File: config.mk
export PLATFORM = sky130hd
export DESIGN_NAME = integer_to_ascii_radix_top
export DESIGN_NICKNAME = d
export VERILOG_FILES = /design/src/design/itoa_pkg.sv /design/src/design/integer_to_ascii_radix_top.sv /design/src/design/itoa_ctrl.sv /design/src/design/itoa_dp.sv
export SDC_FILE = /design/constraint.sdc
export NUM_CORES = 1
export LEC_CHECK = 0
export BUFFER_PORTS_ARGS = -buffer_cell sky130_fd_sc_hd__buf_2
export CAP_MARGIN = 0
export CORE_MARGIN = 1.5
export CORE_UTILIZATION = 55
export DETAILED_ROUTE_END_ITERATION = 8
export PLACE_DENSITY = 0.84
export REMOVE_ABC_BUFFERS = 1
export SYNTH_ARGS = -nofsm -noshare
export SYNTH_HDL_FRONTEND = slang
export SYNTH_SLANG_ARGS = --single-unit
File: constraint.sdc
create_clock -name clk_i -period 4.78 [get_ports clk_i]
set_input_delay 0.956 -clock clk_i [delete_from_list [all_inputs] [get_ports clk_i]]
set_output_delay 0.956 -clock clk_i [all_outputs]
set_load 0.1 [all_outputs]
File: src/design/itoa_pkg.sv
`timescale 1ns / 1ps
`default_nettype none

package itoa_pkg;

  // Digit store geometry: ten decimal digits cover any 32-bit magnitude
  localparam int unsigned StoreDepth = 10;
  localparam int unsigned DigitW     = 4;
  localparam int unsigned StoreBits  = StoreDepth * DigitW;
  localparam int unsigned IdxW       = $clog2(StoreDepth);
  localparam int unsigned CharW      = 7;

  // ASCII codes and radix constants
  localparam logic [CharW-1:0]  ZeroCode  = 7'd48;
  localparam logic [CharW-1:0]  UpperA    = 7'd65;
  localparam logic [CharW-1:0]  LowerA    = 7'd97;
  localparam logic [CharW-1:0]  MinusCode = 7'd45;
  localparam logic [DigitW-1:0] Ten       = 4'd10;

  typedef enum logic [2:0] {
    S_IDLE,
    S_CONV,
    S_COUNT,
    S_SIGN,
    S_EMIT
  } itoa_state_e;

  // Commands from controller to datapath
  typedef struct packed {
    logic load;
    logic step;
    logic count;
    logic emit_sign;
    logic emit_digit;
  } dp_cmd_t;

  // Status from datapath to controller
  typedef struct packed {
    logic is_hex;
    logic negative;
    logic last_step;
    logic idx_zero;
    logic out_free;
  } dp_status_t;

  // Map one digit to its ASCII code
  function automatic logic [CharW-1:0] digit_char(input logic [DigitW-1:0] d,
                                                  input logic upper);
    logic [CharW-1:0] base;
    base = upper ? UpperA : LowerA;
    if (d < Ten) begin
      return ZeroCode + CharW'(d);
    end
    return base + CharW'(d - Ten);
  endfunction

endpackage

`default_nettype wire

File: src/design/integer_to_ascii_radix_top.sv
`timescale 1ns / 1ps
`default_nettype none

// Channel | Handshake              | Payload
// in      | in_valid_i, in_ready_o | value_i[31:0], use_hex_i, upper_case_i
// out     | out_valid_o, out_ready_i | character_o[6:0], last_o
//
// Decimal: a load, the double-dabble shifts over the low min(VALUE_WIDTH,32) bits,
//   a digit scan, then the characters (sign plus digits).
// Hex: a load, a pass through the conversion state, a scan, then the characters.
// The double-dabble shift loop sits in the datapath and is used for decimal only.
// Reset is asynchronous, active low; the digit store is not reset.
// An output stall holds the character loop; the next item is taken once
// the last character sits in the output register.

module integer_to_ascii_radix_top #(
  parameter int unsigned VALUE_WIDTH = 32
) (
  input  wire                         clk_i,
  input  wire                         rst_ni,
  input  wire                         in_valid_i,
  output logic                        in_ready_o,
  input  wire  [31:0]                 value_i,
  input  wire                         use_hex_i,
  input  wire                         upper_case_i,
  output logic                        out_valid_o,
  input  wire                         out_ready_i,
  output logic [itoa_pkg::CharW-1:0]  character_o,
  output logic                        last_o
);
  import itoa_pkg::*;

  dp_cmd_t    cmd;
  dp_status_t status;

  itoa_ctrl u_ctrl (
    .clk_i      (clk_i),
    .rst_ni     (rst_ni),
    .in_valid_i (in_valid_i),
    .in_ready_o (in_ready_o),
    .status_i   (status),
    .cmd_o      (cmd)
  );

  itoa_dp #(
    .VALUE_WIDTH (VALUE_WIDTH)
  ) u_dp (
    .clk_i        (clk_i),
    .rst_ni       (rst_ni),
    .value_i      (value_i),
    .use_hex_i    (use_hex_i),
    .upper_case_i (upper_case_i),
    .cmd_i        (cmd),
    .status_o     (status),
    .out_ready_i  (out_ready_i),
    .out_valid_o  (out_valid_o),
    .character_o  (character_o),
    .last_o       (last_o)
  );

  // A load never overlaps any other datapath command
  assert property (@(posedge clk_i) disable iff (!rst_ni)
    cmd.load |-> !(cmd.step || cmd.emit_sign || cmd.emit_digit))
    else $error("load overlaps another command");

  // A character is only written when the output register is free
  assert property (@(posedge clk_i) disable iff (!rst_ni)
    (cmd.emit_sign || cmd.emit_digit) |-> status.out_free)
    else $error("character written over a pending beat");

  // Input is blocked right after a load
  assert property (@(posedge clk_i) disable iff (!rst_ni)
    cmd.load |=> !in_ready_o)
    else $error("input ready during conversion");

  // The final digit returns the block to accepting input
  assert property (@(posedge clk_i) disable iff (!rst_ni)
    (cmd.emit_digit && status.idx_zero) |=> (in_ready_o && out_valid_o && last_o))
    else $error("final digit did not finish the number");

endmodule

`default_nettype wire

File: src/design/itoa_ctrl.sv
`timescale 1ns / 1ps
`default_nettype none

module itoa_ctrl (
  input  wire                    clk_i,
  input  wire                    rst_ni,
  input  wire                    in_valid_i,
  output logic                   in_ready_o,
  input  itoa_pkg::dp_status_t   status_i,
  output itoa_pkg::dp_cmd_t      cmd_o
);
  import itoa_pkg::*;

  itoa_state_e state_d, state_q;

  // State register
  always_ff @(posedge clk_i or negedge rst_ni) begin
    if (!rst_ni) begin
      state_q <= S_IDLE;
    end else begin
      state_q <= state_d;
    end
  end

  // Next state
  always_comb begin
    state_d = state_q;
    unique case (state_q)
      S_IDLE: begin
        if (in_valid_i) state_d = S_CONV;
      end
      S_CONV: begin
        if (status_i.is_hex || status_i.last_step) state_d = S_COUNT;
      end
      S_COUNT: begin
        state_d = status_i.negative ? S_SIGN : S_EMIT;
      end
      S_SIGN: begin
        if (status_i.out_free) state_d = S_EMIT;
      end
      S_EMIT: begin
        if (status_i.out_free && status_i.idx_zero) state_d = S_IDLE;
      end
      default: state_d = S_IDLE;
    endcase
  end

  // Command outputs
  always_comb begin
    cmd_o      = '0;
    in_ready_o = 1'b0;
    unique case (state_q)
      S_IDLE: begin
        in_ready_o = 1'b1;
        cmd_o.load = in_valid_i;
      end
      S_CONV: begin
        cmd_o.step = !status_i.is_hex;
      end
      S_COUNT: begin
        cmd_o.count = 1'b1;
      end
      S_SIGN: begin
        cmd_o.emit_sign = status_i.out_free;
      end
      S_EMIT: begin
        cmd_o.emit_digit = status_i.out_free;
      end
      default: begin
        cmd_o = '0;
      end
    endcase
  end

endmodule

`default_nettype wire

File: src/design/itoa_dp.sv
`timescale 1ns / 1ps
`default_nettype none

module itoa_dp #(
  parameter int unsigned VALUE_WIDTH = 32
) (
  input  wire                          clk_i,
  input  wire                          rst_ni,
  input  wire  [31:0]                  value_i,
  input  wire                          use_hex_i,
  input  wire                          upper_case_i,
  input  itoa_pkg::dp_cmd_t            cmd_i,
  output itoa_pkg::dp_status_t         status_o,
  input  wire                          out_ready_i,
  output logic                         out_valid_o,
  output logic [itoa_pkg::CharW-1:0]   character_o,
  output logic                         last_o
);
  import itoa_pkg::*;

  localparam int unsigned EffW   = (VALUE_WIDTH < 32) ? VALUE_WIDTH : 32;
  localparam bit          SignOk = (VALUE_WIDTH <= 32);
  localparam int unsigned CntW   = $clog2(EffW + 1);
  localparam logic [DigitW-1:0] DabbleLimit = 4'd5;
  localparam logic [DigitW-1:0] DabbleAdd   = 4'd3;

  logic [EffW-1:0] in_bits;
  logic            in_neg;
  logic [EffW-1:0] mag_d, mag_q;
  logic [CntW-1:0] cnt_d, cnt_q;
  logic [StoreDepth-1:0][DigitW-1:0] digit_d, digit_q, adj;
  logic [StoreBits-1:0] adj_flat;
  logic [IdxW-1:0] idx_d, idx_q, top_idx;
  logic            hex_q, upper_q, neg_q;
  logic            out_valid_q;
  logic [CharW-1:0] char_q;
  logic            last_q;
  logic            emit;

  // Select the low bits and decide the sign
  assign in_bits = value_i[EffW-1:0];
  assign in_neg  = SignOk && !use_hex_i && in_bits[EffW-1];

  // Add three to each digit of five or more ahead of the shift
  always_comb begin
    for (int i = 0; i < StoreDepth; i++) begin
      adj[i] = (digit_q[i] >= DabbleLimit) ? digit_q[i] + DabbleAdd : digit_q[i];
    end
  end
  assign adj_flat = adj;

  // Find the highest nonzero digit
  always_comb begin
    top_idx = '0;
    for (int i = 0; i < StoreDepth; i++) begin
      if (digit_q[i] != '0) top_idx = IdxW'(i);
    end
  end

  // Load, shift, count and step the digit index
  always_comb begin
    mag_d   = mag_q;
    cnt_d   = cnt_q;
    digit_d = digit_q;
    idx_d   = idx_q;
    priority if (cmd_i.load) begin
      mag_d = in_neg ? (~in_bits) + EffW'(1) : in_bits;
      cnt_d = CntW'(EffW);
      if (use_hex_i) begin
        digit_d = StoreBits'(in_bits);
      end else begin
        digit_d = '0;
      end
    end else if (cmd_i.step) begin
      digit_d = {adj_flat[StoreBits-2:0], mag_q[EffW-1]};
      mag_d   = mag_q << 1;
      cnt_d   = cnt_q - CntW'(1);
    end else if (cmd_i.count) begin
      idx_d = top_idx;
    end else if (cmd_i.emit_digit && idx_q != '0) begin
      idx_d = idx_q - IdxW'(1);
    end else begin
      idx_d = idx_q;
    end
  end

  // Control and working registers
  always_ff @(posedge clk_i or negedge rst_ni) begin
    if (!rst_ni) begin
      mag_q   <= '0;
      cnt_q   <= '0;
      idx_q   <= '0;
      hex_q   <= 1'b0;
      upper_q <= 1'b0;
      neg_q   <= 1'b0;
    end else begin
      mag_q <= mag_d;
      cnt_q <= cnt_d;
      idx_q <= idx_d;
      if (cmd_i.load) begin
        hex_q   <= use_hex_i;
        upper_q <= upper_case_i;
        neg_q   <= in_neg;
      end
    end
  end

  // Digit store
  always_ff @(posedge clk_i) begin
    digit_q <= digit_d;
  end

  // Output beat register
  assign emit = cmd_i.emit_sign || cmd_i.emit_digit;

  always_ff @(posedge clk_i or negedge rst_ni) begin
    if (!rst_ni) begin
      out_valid_q <= 1'b0;
    end else if (emit) begin
      out_valid_q <= 1'b1;
    end else if (out_ready_i) begin
      out_valid_q <= 1'b0;
    end
  end

  always_ff @(posedge clk_i) begin
    if (cmd_i.emit_sign) begin
      char_q <= MinusCode;
      last_q <= 1'b0;
    end else if (cmd_i.emit_digit) begin
      char_q <= digit_char(digit_q[idx_q], upper_q);
      last_q <= (idx_q == '0);
    end
  end

  assign out_valid_o = out_valid_q;
  assign character_o = char_q;
  assign last_o      = last_q;

  // Status toward the controller
  assign status_o.is_hex    = hex_q;
  assign status_o.negative  = neg_q;
  assign status_o.last_step = (cnt_q == CntW'(1));
  assign status_o.idx_zero  = (idx_q == '0);
  assign status_o.out_free  = !out_valid_q || out_ready_i;

endmodule

`default_nettype wire
==> results.md <==
* Outcome: finished with violations
* Finished Layout Cells at 891
* Longest Clk Path Bufs at 2
* Syn Area/Cell at 9.13 um2
* Peak supply drop at 0.251 mV
* Sequential fraction of the synthesis area at 0.394
* CP arrival at 3720 ps
* Die Height at 112 um
* Post-synth EDFFs at 40
* WL final at 15.4 mm
* Total GRT Usage at 0.254
* Clock Skew at 10.1 ps
* # IOs at 48
* Ratio of final minimum period to clock period at 0.728
* Drt pass-1 iters at 9
* Setup TNS at 0 ps
* Tmin final at 3480 ps
* GRT Residual Overflow at 0
* Max Cap Viol at 0
* H-tree levels at 3
* Most used routing layer: met2
* R2r setup slk at 1300 ps
* Clk Latency, worst-skew pair at 360 ps
* Crit start category: register
* Fmax at 287 MHz
* Die Width at 112 um
* Clock Pin Slew Worst Setup and Hold Paths at 60 ps
* Starting Density at 0.571
* Die footprint at 0.0126 mm2
* Antenna Cells at 0
* Worst EP required at 5020 ps
* Synthesis-stage register bit count at 97
* Dpl cell area at 0.00683 mm2
* Nets at 809
* CTS Sinks at 97
* Post-cts sizing count at 0
* Hold slack final at 462 ps
* Number of port buffers at 47
* Placed cells at 875
* FFs w/ async S/R, synth at 0.505
* Antenna Nets Post-Route at 0
* Beginning of the worst register-to-register path: u_dp.idx_q[0]
* Hold path cells at 2
* CP max FO at 22
* Cell area after layout at 0.00711 mm2
* Worst slew pin tran at 1230 ps
* # rows at 39
* Residual DRC at 3
* Hold Buf Count CTS at 0
* Post-DP HPWL at 11.0 mm
* Yosys cell types at 69
* Met1 usage at 0.335
* First-pass GRT wire length at 25.7 mm
* CTS Buf Count at 9
* Reg-to-Reg End: u_dp.character_o[5]
* Syn Inst Count at 720
* Slew Limit Fails at 0
* Top_reg_cell synth: dfrtp_1
* Total power draw at 5.33 mW
* GPL Wtd Cong at 0.901
* Core area at 0.0115 mm2
* Vias at 5500
* Finish-stage setup viols at 0
* Final hold violation count at 0
* Setup CP Type: register to register
* Antenna violations before repair at 0
* Post-Synthesis Cell Area at 0.00657 mm2
* TritonCTS clock tree: yes
* Met2 GRT Util at 0.421
* Via-to-Cell Ratio at 6.17
* Hold Path End: u_dp.character_o[1]
* Pleak at 2.81 nW
* M3 GR Usage at 0.0313
* Failing checks: DRC
* Post-CTS Setup Inserts at 0
* Crit. End Element: register
* Root Buffer: clkbuf_16
* Synthesis warning total at 0
* Hold path startpoint: u_dp.character_o[1]
* PD cells at 749 mW/mm2
* Avg WL per Cell at 17.2 um
* Slew margin rel. at 0.179
* Pin count of the biggest net entering global routing at 81
* DRT iter0 DRCs at 490
* Layout cell share with drive strength beyond 1 at 0.120
* Synthesis-to-layout area growth at 8.25%
* RSZ-0062 raised after global routing: no
* R2R cell count at 11
* Min-delay worst type: register to register
* Vias in the first global route at 5328
-- worst max-delay path, cell delays in order (launching register included) --
cell and delay (ps):
dfrtp_1 1000, mux2i_1 190, mux4_2 510, o22ai_2 270
inv_1 140, ha_1 200, inv_1 50, ha_1 310
nand2_1 170, nor4_1 240, a311oi_1 90, and3_1 210
-- where the power goes --
| group | switching (mW) | internal, mW | total (mW) | leakage [nW] |
|---|---|---|---|---|
| registers | 0.474 | 1.45 | 1.92 | 1.04 |
| clock network | 0.315 | 0.382 | 0.697 | 0.143 |
| logic | 1.66 | 1.05 | 2.70 | 1.62 |
-- cell usage after synthesis, drive strengths merged (2+ instances only) --
cell,count,area [um2]
o22ai,7,70.1
ha,28,350
nor4,4,46.3
a31o,2,17.5
and2,5,31.3
or3,2,17.5
edfxtp,40,1200
a21oi,65,329
nor3b,11,87.6
clkbuf,24,90.1
a311oi,3,26.3
dfxtp,8,160
mux2i,33,330
buf,13,90.1
or3b,2,17.5
nand4,3,18.8
nor3,16,96.4
or4,3,26.3
xnor2,26,228
o31ai,10,75.1
or2,3,18.8
o21ai,65,329
nor2b,17,106
inv,37,139
mux4,5,113
o41ai,3,45.1
nand2,54,203
dfrtp,49,1230
and3,3,18.8
nor2,55,206
nand3,40,200
a211oi,15,113
xor2,29,254
o211ai,2,15.0
mux2,2,22.5
a31oi,8,50.1
a41oi,2,17.5
o2111ai,2,17.5
nand2b,15,93.8
-- layout by cell type, fill, tap and decap left out, drive strengths merged, types with 7 or more instances in the layout --
| master | instances |
|---|---|
| a211oi | 15 |
| a21oi | 65 |
| a31oi | 8 |
| buf | 49 |
| clkbuf | 12 |
| dfrtp | 49 |
| dfxtp | 8 |
| edfxtp | 40 |
| ha | 28 |
| inv | 37 |
| mux2i | 33 |
| nand2 | 54 |
| nand2b | 15 |
| nand3 | 40 |
| nor2 | 55 |
| nor2b | 17 |
| nor3 | 16 |
| nor3b | 11 |
| o21ai | 65 |
| o22ai | 7 |
| o31ai | 10 |
| xnor2 | 26 |
| xor2 | 29 |
-- metal layers --
layer | share of wire | wire length, um
met5 | 0 | 0
met4 | 0.024 | 376
met3 | 0.048 | 734
met2 | 0.48 | 7400
met1 | 0.45 | 6850
-- sequential cells by signal, summed over array words and instances (netlist names) --
signal            flops
u_dp.upper_q          1
u_dp.cnt_q            6
u_dp.hex_q            1
u_dp.last_o           1
u_dp.digit_q         40
u_dp.character_o      7
u_dp.mag_q           32
u_dp.out_valid_o      1
u_dp.idx_q            4
u_ctrl.state_q        3
u_dp.neg_q            1
-- how the worst max path moves through the flow --
stage | startpoint | end | cells past startpoint
floorplan | in_valid_i | u_dp.digit_q[0] | 3
global placement | u_dp.idx_q[0] | u_dp.character_o[5] | 11
detailed placement | u_dp.idx_q[0] | u_dp.character_o[5] | 11
CTS | u_dp.idx_q[0] | u_dp.character_o[5] | 11
global route | u_dp.idx_q[0] | u_dp.character_o[5] | 11
finish | u_dp.idx_q[0] | u_dp.character_o[5] | 11
-- cell families after synthesis --
| kind of cell | synth area share |
|---|---|
| simple gates | 0.187 |
| flops | 0.394 |
| compound gates | 0.173 |
| fa+ha+maj | 0.0533 |
| buf+inv | 0.0486 |
| xor+xnor | 0.0733 |
| mux | 0.0708 |
-- metrics by stage --
stage               worst slack, ps   util
finish                         1300  0.618
global route                   1000  0.618
CTS                            1320  0.618
detailed placement             1340  0.593
global placement               1610  0.593
floorplan                       184      -
-- layout make-up --
class / count / area (um2)
inverters: 37 / 139
fillers: 954 / 4400
multi-input cells: 549 / 3670
repair buffers: 49 / 250
flip-flops and latches: 97 / 2590
well taps: 143 / 179
clock buffers: 12 / 256
clock inverters: 4 / 27.5
Power figures use the tool's default switching activity.
